**src/hw/rtl/ppmd_pkg.sv**
```systemverilog
`timescale 1ns / 1ps

package ppmd_pkg;

  localparam int unsigned DistSqW = 38;
  localparam int unsigned DistW   = 19;

  localparam logic [DistSqW-1:0] DistSqMax = '1;

  typedef struct packed {
    logic load;
    logic step;
  } unit_ctrl_t;

endpackage

```
**src/hw/rtl/ppmd_mac.sv**
```systemverilog
`timescale 1ns / 1ps

module ppmd_mac #(
  parameter  int unsigned COORD_WIDTH = 18,
  localparam int unsigned AccW        = 2 * COORD_WIDTH + 2
) (
  input  logic                       clk_i,
  input  ppmd_pkg::unit_ctrl_t       ctrl_i,
  input  logic [9*COORD_WIDTH-1:0]   coords_i,
  output logic [AccW-1:0]            x2_o,
  output logic [AccW-1:0]            r2_o,
  output logic [AccW-1:0]            pos_o,
  output logic [AccW-1:0]            neg_o
);
  import ppmd_pkg::*;

  localparam int unsigned CW = COORD_WIDTH;
  localparam int unsigned PW = 2 * CW;

  logic signed [CW:0] xd [3];
  logic signed [CW:0] rd [3];
  logic        [CW:0] nx [3];
  logic        [CW:0] nr [3];
  logic [CW-1:0] ux [3];
  logic [CW-1:0] ur [3];

  logic [CW-1:0] mx_q [3];
  logic [CW-1:0] mx_d [3];
  logic [CW-1:0] mr_q [3];
  logic [CW-1:0] mr_d [3];
  logic [PW-1:0] sx_q [3];
  logic [PW-1:0] sx_d [3];
  logic [PW-1:0] sr_q [3];
  logic [PW-1:0] sr_d [3];
  logic [2:0]    opp_q, opp_d;
  logic [AccW-1:0] x2_q, x2_d, r2_q, r2_d, pos_q, pos_d, neg_q, neg_d;

  // differences and magnitudes per axis
  always_comb begin
    for (int k = 0; k < 3; k++) begin
      xd[k] = $signed({coords_i[(3+k)*CW+CW-1], coords_i[(3+k)*CW +: CW]})
            - $signed({coords_i[k*CW+CW-1], coords_i[k*CW +: CW]});
      rd[k] = $signed({coords_i[(6+k)*CW+CW-1], coords_i[(6+k)*CW +: CW]})
            - $signed({coords_i[(3+k)*CW+CW-1], coords_i[(3+k)*CW +: CW]});
      nx[k] = -xd[k];
      nr[k] = -rd[k];
      ux[k] = xd[k][CW] ? nx[k][CW-1:0] : xd[k][CW-1:0];
      ur[k] = rd[k][CW] ? nr[k][CW-1:0] : rd[k][CW-1:0];
    end
  end

  // one multiplier bit per cycle while step is set, three axes side by side
  always_comb begin
    x2_d  = x2_q;
    r2_d  = r2_q;
    pos_d = pos_q;
    neg_d = neg_q;
    opp_d = opp_q;
    for (int k = 0; k < 3; k++) begin
      mx_d[k] = mx_q[k];
      mr_d[k] = mr_q[k];
      sx_d[k] = sx_q[k];
      sr_d[k] = sr_q[k];
    end
    if (ctrl_i.load) begin
      x2_d  = '0;
      r2_d  = '0;
      pos_d = '0;
      neg_d = '0;
      for (int k = 0; k < 3; k++) begin
        mx_d[k]  = ux[k];
        mr_d[k]  = ur[k];
        sx_d[k]  = PW'(ux[k]);
        sr_d[k]  = PW'(ur[k]);
        opp_d[k] = xd[k][CW] ^ rd[k][CW];
      end
    end else if (ctrl_i.step) begin
      for (int k = 0; k < 3; k++) begin
        x2_d = x2_d + AccW'(mx_q[k][0] ? sx_q[k] : '0);
        r2_d = r2_d + AccW'(mr_q[k][0] ? sr_q[k] : '0);
        if (opp_q[k]) begin
          neg_d = neg_d + AccW'(mx_q[k][0] ? sr_q[k] : '0);
        end else begin
          pos_d = pos_d + AccW'(mx_q[k][0] ? sr_q[k] : '0);
        end
        mx_d[k] = mx_q[k] >> 1;
        mr_d[k] = mr_q[k] >> 1;
        sx_d[k] = sx_q[k] << 1;
        sr_d[k] = sr_q[k] << 1;
      end
    end
  end

  always_ff @(posedge clk_i) begin
    x2_q  <= x2_d;
    r2_q  <= r2_d;
    pos_q <= pos_d;
    neg_q <= neg_d;
    opp_q <= opp_d;
    for (int k = 0; k < 3; k++) begin
      mx_q[k] <= mx_d[k];
      mr_q[k] <= mr_d[k];
      sx_q[k] <= sx_d[k];
      sr_q[k] <= sr_d[k];
    end
  end

  assign x2_o  = x2_q;
  assign r2_o  = r2_q;
  assign pos_o = pos_q;
  assign neg_o = neg_q;

endmodule

```
**src/hw/rtl/ppmd_div.sv**
```systemverilog
`timescale 1ns / 1ps

module ppmd_div #(
  parameter int unsigned DW = 38
) (
  input  logic                 clk_i,
  input  ppmd_pkg::unit_ctrl_t ctrl_i,
  input  logic [DW-1:0]        a_i,
  input  logic [DW-1:0]        b_i,
  output logic [DW-1:0]        quot_o,
  output logic                 rem_nz_o
);
  import ppmd_pkg::*;

  localparam int unsigned RW = DW + 2;

  logic [DW-1:0] a_q, a_d, a_sh_q, a_sh_d, b_q, b_d, quot_q, quot_d;
  logic [RW-1:0] rem_q, rem_d;
  logic [RW-1:0] sum;
  logic [RW:0]   t1, t2;

  // a*a by horner over the bits of a, reduced modulo b as it grows
  always_comb begin
    sum = {rem_q[RW-2:0], 1'b0} + (a_sh_q[DW-1] ? RW'(a_q) : '0);
    t1  = {1'b0, sum} - (RW+1)'(b_q);
    t2  = {1'b0, sum} - (RW+1)'({b_q, 1'b0});
    a_d    = a_q;
    a_sh_d = a_sh_q;
    b_d    = b_q;
    quot_d = quot_q;
    rem_d  = rem_q;
    if (ctrl_i.load) begin
      a_d    = a_i;
      a_sh_d = a_i;
      b_d    = b_i;
      quot_d = '0;
      rem_d  = '0;
    end else if (ctrl_i.step) begin
      a_sh_d = a_sh_q << 1;
      priority if (!t2[RW]) begin
        rem_d  = t2[RW-1:0];
        quot_d = {quot_q[DW-2:0], 1'b0} + DW'(2);
      end else if (!t1[RW]) begin
        rem_d  = t1[RW-1:0];
        quot_d = {quot_q[DW-2:0], 1'b1};
      end else begin
        rem_d  = sum;
        quot_d = {quot_q[DW-2:0], 1'b0};
      end
    end
  end

  always_ff @(posedge clk_i) begin
    a_q    <= a_d;
    a_sh_q <= a_sh_d;
    b_q    <= b_d;
    quot_q <= quot_d;
    rem_q  <= rem_d;
  end

  assign quot_o   = quot_q;
  assign rem_nz_o = |rem_q;

endmodule

```
**src/hw/rtl/ppmd_sqrt.sv**
```systemverilog
`timescale 1ns / 1ps

module ppmd_sqrt (
  input  logic                          clk_i,
  input  ppmd_pkg::unit_ctrl_t          ctrl_i,
  input  logic [ppmd_pkg::DistSqW-1:0]  val_i,
  output logic [ppmd_pkg::DistW-1:0]    root_o
);
  import ppmd_pkg::*;

  localparam int unsigned RemW = DistW + 3;

  logic [DistSqW-1:0] v_q, v_d;
  logic [RemW-1:0]    rem_q, rem_d, rem_n, trial;
  logic [DistW-1:0]   root_q, root_d;

  // two radicand bits in, one root bit out per cycle while step is set
  always_comb begin
    rem_n  = {rem_q[RemW-3:0], v_q[DistSqW-1 -: 2]};
    trial  = {1'b0, root_q, 2'b01};
    v_d    = v_q;
    rem_d  = rem_q;
    root_d = root_q;
    if (ctrl_i.load) begin
      v_d    = val_i;
      rem_d  = '0;
      root_d = '0;
    end else if (ctrl_i.step) begin
      v_d = v_q << 2;
      if (rem_n >= trial) begin
        rem_d  = rem_n - trial;
        root_d = {root_q[DistW-2:0], 1'b1};
      end else begin
        rem_d  = rem_n;
        root_d = {root_q[DistW-2:0], 1'b0};
      end
    end
  end

  always_ff @(posedge clk_i) begin
    v_q    <= v_d;
    rem_q  <= rem_d;
    root_q <= root_d;
  end

  assign root_o = root_q;

endmodule

```
**src/hw/rtl/point_polyline_min_distance.sv**
```systemverilog
// sequence: serial multiply, evaluate and case states from input transfer to the running minimum update
// projection inside the segment: the serial divider and a subtract state come in between, one quotient
//   bit a cycle; a last segment adds the 19 root digits and the result load
// throughput: one segment at a time, the next transfer is taken on return to idle
// reset: running minimum all ones, result register empty, no clearing pass
`timescale 1ns / 1ps

module point_polyline_min_distance #(
  parameter  int unsigned COORD_WIDTH = 18,
  localparam int unsigned InDataW     = ((9 * COORD_WIDTH + 7) / 8) * 8,
  localparam int unsigned OutDataW    = ((ppmd_pkg::DistSqW + ppmd_pkg::DistW + 7) / 8) * 8
) (
  input  logic                clk_i,
  input  logic                rst_ni,
  input  logic                s_axis_tvalid_i,
  output logic                s_axis_tready_o,
  // query_x, query_y, query_z, seg_start_x, seg_start_y, seg_start_z,
  // seg_end_x, seg_end_y, seg_end_z
  input  logic [InDataW-1:0]  s_axis_tdata_i,
  input  logic                s_axis_tlast_i,
  output logic                m_axis_tvalid_o,
  input  logic                m_axis_tready_i,
  // min_dist_sq, min_dist
  output logic [OutDataW-1:0] m_axis_tdata_o
);
  import ppmd_pkg::*;

  localparam int unsigned CW   = COORD_WIDTH;
  localparam int unsigned AccW = 2 * CW + 2;
  localparam int unsigned VW   = AccW > DistSqW ? AccW : DistSqW;
  localparam int unsigned CntW = $clog2(AccW);
  localparam int unsigned ChkW = 2 * DistW + 2;

  localparam logic [3:0] ST_IDLE = 4'd0;
  localparam logic [3:0] ST_MUL  = 4'd1;
  localparam logic [3:0] ST_EVAL = 4'd2;
  localparam logic [3:0] ST_CASE = 4'd3;
  localparam logic [3:0] ST_DIV  = 4'd4;
  localparam logic [3:0] ST_SUB  = 4'd5;
  localparam logic [3:0] ST_MIN  = 4'd6;
  localparam logic [3:0] ST_SQRT = 4'd7;
  localparam logic [3:0] ST_PUSH = 4'd8;

  logic [3:0]          state_q, state_d;
  logic [CntW-1:0]     cnt_q, cnt_d;
  logic                last_q, last_d;
  logic [DistSqW-1:0]  min_q, min_d;
  logic                ovalid_q, ovalid_d;

  logic                skip_q, skip_d;
  logic [AccW-1:0]     a_q, a_d, d_q, d_d;
  logic [DistSqW-1:0]  sq_q, sq_d;
  logic [OutDataW-1:0] out_q, out_d;

  unit_ctrl_t          mac_ctrl, div_ctrl, sqrt_ctrl;
  logic [AccW-1:0]     x2, r2, pos, neg, quot;
  logic                rem_nz;
  logic [DistW-1:0]    root;

  logic [AccW:0]       end_val;
  logic [VW-1:0]       dz;
  logic [DistSqW-1:0]  dsat, new_min;

  ppmd_mac #(
    .COORD_WIDTH(COORD_WIDTH)
  ) u_mac (
    .clk_i   (clk_i),
    .ctrl_i  (mac_ctrl),
    .coords_i(s_axis_tdata_i[9*CW-1:0]),
    .x2_o    (x2),
    .r2_o    (r2),
    .pos_o   (pos),
    .neg_o   (neg)
  );

  ppmd_div #(
    .DW(AccW)
  ) u_div (
    .clk_i   (clk_i),
    .ctrl_i  (div_ctrl),
    .a_i     (a_q),
    .b_i     (r2),
    .quot_o  (quot),
    .rem_nz_o(rem_nz)
  );

  ppmd_sqrt u_sqrt (
    .clk_i (clk_i),
    .ctrl_i(sqrt_ctrl),
    .val_i (new_min),
    .root_o(root)
  );

  assign s_axis_tready_o = (state_q == ST_IDLE);
  assign m_axis_tvalid_o = ovalid_q;
  assign m_axis_tdata_o  = out_q;

  always_comb begin
    end_val = {1'b0, x2} + {1'b0, r2} - {a_q, 1'b0};
    dz      = VW'(d_q);
    dsat    = (dz > VW'(DistSqMax)) ? DistSqMax : dz[DistSqW-1:0];
    new_min = (dsat < min_q) ? dsat : min_q;
  end

  always_comb begin
    state_d   = state_q;
    cnt_d     = cnt_q;
    last_d    = last_q;
    min_d     = min_q;
    ovalid_d  = ovalid_q;
    skip_d    = skip_q;
    a_d       = a_q;
    d_d       = d_q;
    sq_d      = sq_q;
    out_d     = out_q;
    mac_ctrl  = '0;
    div_ctrl  = '0;
    sqrt_ctrl = '0;
    if (ovalid_q && m_axis_tready_i) begin
      ovalid_d = 1'b0;
    end
    unique case (state_q)
      ST_IDLE: begin
        cnt_d = '0;
        if (s_axis_tvalid_i) begin
          mac_ctrl.load = 1'b1;
          last_d        = s_axis_tlast_i;
          state_d       = ST_MUL;
        end
      end
      ST_MUL: begin
        mac_ctrl.step = 1'b1;
        cnt_d         = cnt_q + 1'b1;
        if (cnt_q == CntW'(CW - 1)) begin
          state_d = ST_EVAL;
        end
      end
      ST_EVAL: begin
        skip_d  = (r2 == '0) || (pos >= neg);
        a_d     = neg - pos;
        state_d = ST_CASE;
      end
      ST_CASE: begin
        priority if (skip_q) begin
          d_d     = x2;
          state_d = ST_MIN;
        end else if (a_q > r2) begin
          // past the end
          d_d     = end_val[AccW-1:0];
          state_d = ST_MIN;
        end else begin
          div_ctrl.load = 1'b1;
          cnt_d         = '0;
          state_d       = ST_DIV;
        end
      end
      ST_DIV: begin
        div_ctrl.step = 1'b1;
        cnt_d         = cnt_q + 1'b1;
        if (cnt_q == CntW'(AccW - 1)) begin
          state_d = ST_SUB;
        end
      end
      ST_SUB: begin
        // rounded-up quotient, so the distance rounds down
        d_d     = x2 - quot - AccW'(rem_nz);
        state_d = ST_MIN;
      end
      ST_MIN: begin
        if (last_q) begin
          sq_d           = new_min;
          min_d          = DistSqMax;
          sqrt_ctrl.load = 1'b1;
          cnt_d          = '0;
          state_d        = ST_SQRT;
        end else begin
          min_d   = new_min;
          state_d = ST_IDLE;
        end
      end
      ST_SQRT: begin
        sqrt_ctrl.step = 1'b1;
        cnt_d          = cnt_q + 1'b1;
        if (cnt_q == CntW'(DistW - 1)) begin
          state_d = ST_PUSH;
        end
      end
      ST_PUSH: begin
        if (!ovalid_q || m_axis_tready_i) begin
          out_d    = OutDataW'({root, sq_q});
          ovalid_d = 1'b1;
          state_d  = ST_IDLE;
        end
      end
      default: begin
        state_d = ST_IDLE;
      end
    endcase
  end

  always_ff @(posedge clk_i or negedge rst_ni) begin
    if (!rst_ni) begin
      state_q  <= ST_IDLE;
      cnt_q    <= '0;
      last_q   <= 1'b0;
      min_q    <= DistSqMax;
      ovalid_q <= 1'b0;
    end else begin
      state_q  <= state_d;
      cnt_q    <= cnt_d;
      last_q   <= last_d;
      min_q    <= min_d;
      ovalid_q <= ovalid_d;
    end
  end

  always_ff @(posedge clk_i) begin
    skip_q <= skip_d;
    a_q    <= a_d;
    d_q    <= d_d;
    sq_q   <= sq_d;
    out_q  <= out_d;
  end

  assert property (@(posedge clk_i) disable iff (!rst_ni)
    (state_q == ST_MIN && last_q) |=> (min_q == DistSqMax))
    else $error("running minimum not cleared after last segment");

  assert property (@(posedge clk_i) disable iff (!rst_ni)
    (state_q == ST_PUSH) |->
      ((ChkW'(root) * ChkW'(root) <= ChkW'(sq_q)) &&
       ((ChkW'(root) + 1'b1) * (ChkW'(root) + 1'b1) > ChkW'(sq_q))))
    else $error("square root out of range");

  assert property (@(posedge clk_i) disable iff (!rst_ni)
    (state_q == ST_CASE && !skip_q) |-> (a_q != '0))
    else $error("divider started with zero numerator");

  assert property (@(posedge clk_i) disable iff (!rst_ni)
    $rose(m_axis_tvalid_o) |-> $past(state_q == ST_PUSH))
    else $error("result raised outside result load");

endmodule

```
**config.mk**
```make
export PLATFORM = sky130hd
export DESIGN_NAME = point_polyline_min_distance
export DESIGN_NICKNAME = d
export VERILOG_FILES = /design/src/hw/rtl/ppmd_pkg.sv /design/src/hw/rtl/ppmd_mac.sv /design/src/hw/rtl/ppmd_div.sv /design/src/hw/rtl/ppmd_sqrt.sv /design/src/hw/rtl/point_polyline_min_distance.sv
export SDC_FILE = /design/constraint.sdc
export NUM_CORES = 2
export LEC_CHECK = 0
export BUFFER_PORTS_ARGS = -buffer_cell sky130_fd_sc_hd__buf_4
export CORE_ASPECT_RATIO = 0.6
export CORE_MARGIN = 3
export CORE_UTILIZATION = 50
export CTS_BUF_LIST = sky130_fd_sc_hd__clkbuf_8
export CTS_CLUSTER_SIZE = 40
export DETAILED_ROUTE_END_ITERATION = 12
export GPL_TIMING_DRIVEN = 0
export PLACE_DENSITY_LB_ADDON = 0.12
export SLEW_MARGIN = 20
export SYNTH_ARGS = -nofsm -noshare
export SYNTH_HDL_FRONTEND = slang
export SYNTH_SLANG_ARGS = --single-unit
```
**constraint.sdc**
```tcl
create_clock -name clk_i -period 10 [get_ports clk_i]
set_input_delay 0.5 -clock clk_i [delete_from_list [all_inputs] [get_ports clk_i]]
set_output_delay 0.5 -clock clk_i [all_outputs]
set_load 0.02 [all_outputs]
```
## Yosys cells after proc, flatten, opt, wreduce, memory -nomap -nowiden

Memory sizes are Yosys's and may differ from the RTL's.
Index checks and enable logic that the tools add are counted.
W data, S select, Z words.

| storage, ports and cells | value |
|---|---|
| flip-flop bits (word level) | 646 |
| bits in writable memories | 324 |
| logic and storage cells | 188 |
| bits of input ports | 173 |
| memories kept | 4 |

| cells by class | value |
|---|---|
| $add $sub $neg | 35 |
| mux-type cells | 80 |
| magnitude comparators | 5 |
| reduce and logical (&&, ||, !) cells | 18 |
| equal/unequal tests | 20 |
| bitwise gates (word level) | 3 |

Memory list:

| memory | depth | width | rd ports | clocked after memory_dff | wr ports | line | RTL |
|---|---|---|---|---|---|---|---|
| u_mac.sr_q | 3 | 36 | 3 | 0 | 3 | ppmd_mac.sv:33 | `logic [PW-1:0] sr_q [3];` |
| u_mac.sx_q | 3 | 36 | 3 | 0 | 3 | ppmd_mac.sv:31 | `logic [PW-1:0] sx_q [3];` |
| u_mac.mr_q | 3 | 18 | 3 | 0 | 3 | ppmd_mac.sv:29 | `logic [CW-1:0] mr_q [3];` |
| u_mac.mx_q | 3 | 18 | 3 | 0 | 3 | ppmd_mac.sv:27 | `logic [CW-1:0] mx_q [3];` |

Operator list:

| operator | count |
|---|---|
| $mux W38 | 25 |
| $add A38 B38 Y38 | 13 |
| $mux W108 | 4 |
| $mux W36 | 9 |
| $mux W54 | 4 |
| $sub A18 B18 Y19 | 6 |
| $sub A38 B38 Y38 | 3 |
| $mux W18 | 6 |
| $neg A18 Y18 | 6 |
| $mux W40 | 2 |
| $pmux W38 S2 | 1 |
| $sub A40 B38 Y41 | 1 |
| $sub A40 B39 Y41 | 1 |
| $add A40 B40 Y40 | 1 |
| $reduce_or A40 Y1 | 1 |
| $add A38 B2 Y38 const B | 1 |
| $ge A38 B38 Y1 | 1 |
| $gt A38 B38 Y1 | 1 |
| $gt A38 B38 Y1 const B | 1 |
| $logic_not A38 Y1 | 1 |
| $lt A38 B38 Y1 | 1 |
| $sub A38 B1 Y38 | 1 |
| $pmux W4 S9 | 1 |
| $mux W4 | 6 |
| 28 further kinds | 64 |

## Logic depth before layout (Yosys ltp)

An unclocked memory read counts as a cell.

| logic depth | value |
|---|---|
| depth in word-level cells | 12 |
| depth in mapped cells | 45 |
| mapped depth without buffers | 40 |

## By module

Synthesis repeated with hierarchy kept, for this count alone.

| second synthesis, totals | value |
|---|---|
| cells, all modules | 9550 |
| area, all modules | 83491.3 um2 |

By module, submodules not included:

| module | sequential area each (um2) | cells each | area an instance (um2) | times used |
|---|---|---|---|---|
| ppmd_mac | 11781.3 | 5536 | 46002.9 | 1 |
| point_polyline_min_distance | 6463.7 | 1948 | 18206.2 | 1 |
| ppmd_div | 4984.8 | 1650 | 14941.8 | 1 |
| ppmd_sqrt | 1921.8 | 416 | 4340.4 | 1 |

## Worst setup path before layout

OpenSTA, ideal clock, no wires.

| timing | value |
|---|---|
| path kind | register to register |
| from | reg state_q[2] |
| to | reg u_mac.neg_q[10], in the netlist u_mac.neg_o[10] |
| clock period less this slack | 8.307 ns |
| stages on the path, launching flop included | 7 |
| path buffers | 2 |
| arrival time | 7.868 ns |
| slack | 1.693 ns |
| data required time | 9.562 ns |
| path through | dfrtp_1 -> clkbuf_1 -> nor3_1 -> nor2_1 -> clkinv_1 -> clkbuf_1 -> o32ai_1 |

| on the way | value |
|---|---|
| cells in the longest elaborated chain, start to end | 2 |
| elaborated cells between the ends (all ways) | 4 |
| classes of those cells | 1 x eq/ne; 2 x mux; 1 x reduce/logical |

Ends and longest elaborated chain:

| what | line | RTL |
|---|---|---|
| start: declaration | point_polyline_min_distance.sv:44 | `logic [3:0] state_q, state_d;` |
| start signal: assignment | point_polyline_min_distance.sv:209 | `state_q <= state_d;` |
| $eq A4 B1 Y1 / $logic_not A4 Y1 (equally long branches) | point_polyline_min_distance.sv:122 | `unique case (state_q)` |
| $mux W1 | point_polyline_min_distance.sv:122 |  |
| end signal: assignment | ppmd_mac.sv:98 | `neg_q <= neg_d;` |
| end: declaration | ppmd_mac.sv:36 | `logic [AccW-1:0] x2_q, x2_d, r2_q, r2_d, pos_q, pos_d, neg_q, neg_d;` |

Parallel ways exist; a longest one is shown, timed or not.
A chain may end at the register's enable or synchronous reset.

==> results.json <==
{
  "layout_worst_path_cycle_share": 0.9781,
  "cp-end-kind": "flop",
  "synthCells": 9731,
  "relSlewSlack": 0.1547,
  "cp_max_fo": 10,
  "ys_top_cells_by_area": "edfxtp_1, ha_1, dfxtp_1",
  "wire_per_inst_um": 27.06,
  "drc": 0,
  "start_util": 0.5059,
  "status": "finished clean",
  "io_buffer_count": 225,
  "dr.pass1.iters": 6,
  "ios": 239,
  "htreeDepth": 4,
  "rows": 114,
  "ys_seq_area_frac": 0.3073,
  "ir_drop_uv": 103.1,
  "vias_per_cell": 6.237,
  "finalSetupViolCount": 0,
  "fmax_mhz": 102.2,
  "ys_async_sr_fraction": 0.05155,
  "critPathBufInv": 8,
  "internal_power_w": 0.006479,
  "final_hold_viol_count": 0,
  "grt_pass1_wl_um": 478700,
  "layout-drive-gt1-share": 0.08238,
  "synth_common_cells": "nand2_1, a21oi_1, inv_1",
  "fin_util": 0.5588,
  "timing.rr.start": "u_mac.mx_q[0][0]",
  "clk_pin_slew_ps": 70,
  "synth_seq_cells": 970,
  "max_cap_viol_count": 0,
  "clock_skew_ps": 131.3,
  "worst_path_largest_cell_delay_ps": 690,
  "cpMaxStageDelayCell": "o311ai_1",
  "cp-start-kind": "flop",
  "post_synth_num_cell_types": 104,
  "crit_type": "flop to flop",
  "fp.dieH_um": 319.4,
  "pwr-share-seq": 0.469,
  "synth_edf_count": 543,
  "crit_required_ps": 10820,
  "syn_area_mm2": 0.08183,
  "power_density_mw_per_mm2": 98.44,
  "slew_violations": 0,
  "crit_path_start": "u_mac.mx_q[0][0]",
  "setup_slack_ps": 218.7,
  "wl_um": 336500,
  "design_area_mm2": 0.09038,
  "fin_crit_ps": 9781,
  "ys.flop_type": "edfxtp_1",
  "hpwl_um": 276900,
  "antenna_found_initial": 20,
  "pwr-share-comb": 0.094,
  "path_delay_family": "compound AO/OA/AOI/OAI gates",
  "drtIter0Drc": 10930,
  "grt_max_degree": 57,
  "cts_root_buffer": "clkbuf_8",
  "post-synth-top-count-cell": "nand2_1",
  "cts_buffers": 163,
  "hold_end": "u_mac.sx_q[0][36]",
  "netlist.area_leader.share": 0.1993,
  "worstMarginPinSlew_ps": 1268,
  "grt_usage": 0.3847,
  "yosysWarnings": 0,
  "place_area_mm2": 0.08663,
  "vias": 77570,
  "place_ws_ps": -1746,
  "p_clk_frac": 0.437,
  "gp_congestion": 1.065,
  "netSwitchingPower_w": 0.002417,
  "nets": 11280,
  "switching_share": 0.2717,
  "hold_path_class": "primary input to flop",
  "reg2reg_slack_ps": 220,
  "postSynthAreaPerCell_um2": 8.410,
  "fillers": 15060,
  "drtAntennaViolNets": 0,
  "p_leak_nw": 40.23,
  "rr_endpoint": "u_mac.pos_o[36]",
  "syn_to_final_growth_pct": 10.44,
  "reg2reg_depth": 40,
  "worstHoldStart": "s_axis_tdata_i[18]",
  "holdPathStages": 3,
  "die_w_um": 528.3,
  "yosys.area.top_type": "edfxtp_1",
  "dieArea_mm2": 0.1687,
  "core_mm2": 0.1618,
  "grt_pass1_vias": 69900,
  "clockBufferDepth": 4,
  "grt-ovfl-total": 0,
  "clock_latency_ps": 960,
  "tritoncts": "done",
  "cts_num_sinks": 970,
  "cp.arrival_ps": 10600
}
-- worst max path at each step --
stage | endpoint | slack (ps) | cells after the start
5_1_grt | u_mac.pos_o[37] | -30 | 46
4_1_cts | u_mac.pos_o[37] | 60 | 44
3_3_place_gp | u_mac.neg_o[10] | -4510 | 6
6_report | u_mac.pos_o[36] | 220 | 40
2_1_floorplan | u_mac.neg_o[10] | 1690 | 6
3_5_place_dp | u_mac.neg_o[37] | -1750 | 41
-- cells in the final DEF, fill, tap and decap left out, types with 163 or more instances in the layout --
| cell | n |
|---|---|
| a21o_1 | 403 |
| inv_1 | 860 |
| clkbuf_8 | 188 |
| fa_1 | 198 |
| a21oi_1 | 857 |
| dfxtp_1 | 377 |
| xor2_1 | 240 |
| and2_1 | 188 |
| ha_1 | 753 |
| xnor2_1 | 413 |
| clkbuf_1 | 315 |
| buf_4 | 252 |
| nand3_1 | 163 |
| nand2_1 | 1407 |
| nor2_1 | 566 |
| o21ai_0 | 567 |
| edfxtp_1 | 543 |
-- registers in the layout, summed over array words and instances, names as in the netlist, 40 cells and up --
signal / cells
u_mac.sr_q: 108
m_axis_tdata_o: 57
u_mac.sx_q: 108
u_mac.mr_q: 54
u_mac.mx_q: 54
u_div.rem_q: 40
-- layer usage --
layer / vias up / global-route usage / share of wire
met5: - / 0.006944 / 0.00065
met2: 4658 / 0.4624 / 0.35
met3: 464 / 0.1538 / 0.16
met1: 37360 / 0.6160 / 0.47
li1: 35080 / - / -
met4: 12 / 0.08437 / 0.024
-- repair_timing --
item | 4_1_cts | 5_1_grt
endpoints found under the setup margin | 43 | 23
resized for setup | 35 | 35
hold buffers | 3 | 0
buffers inserted | 3 | 5
hold endpoints to repair | 15 | 0
pin swaps | 2 | 4
-- cell type report --
type	instances	area [µm²]	area share
Multi-Input combinational cell	7537	52280	0.5785
Clock inverter	106	779.5	0.008625
Clock buffer	186	2560	0.02833
Antenna cell	10	25.02	0.0002769
Sequential cell	970	25150	0.2783
Buffer	401	1664	0.01841
Tap cell	2146	2685	0.02971
Timing Repair Buffer	256	2128	0.02355
Inverter	826	3102	0.03432
-- metrics by stage --
stage	total power, W	std cells	hold WS (ps)	setup TNS (ps)
final	0.008897	12440	109.5	0
after global routing	0.009116	12430	109.9	-34.86
after CTS	0.008847	12430	41.49	0
after detailed placement	0.005041	12130	404.5	-33910
after global placement	0.005026	12110	400.2	-938700
after floorplan	0.004749	9737	204.4	0
-- cells by family (layout without fill, tap and decap cells) --
family          Yosys count  after routing  synth area share
flops                   970            970            0.3073
xor+xnor                666            666           0.07145
simple gates           3012           3012            0.1671
buf+inv                1230           1775           0.05744
other cells               1             17        0.00004582
fa+ha+maj               962            962            0.1650
mux                     165            165           0.02206
compound gates         2725           2725            0.2095
-- worst reg2reg max path: cells and delay by family (launching register included) --
kind	cells	cell delay, ps
compound gates	15	3810
fa+ha+maj	6	1910
buf+inv	8	1530
simple gates	7	1360
xor+xnor	4	670
flops	1	360
-- power groups by stage --
stage | clock network [W] | registers [W] | logic, W
after CTS | 0.00389 | 0.00417 | 0.000792
final | 0.00389 | 0.00417 | 0.000837
after detailed placement | 0 | 0.00426 | 0.000785
after global routing | 0.00406 | 0.00417 | 0.000886
after global placement | 0 | 0.00426 | 0.000771
after floorplan | 0 | 0.00426 | 0.000494
(Power assumes the default switching activity.)
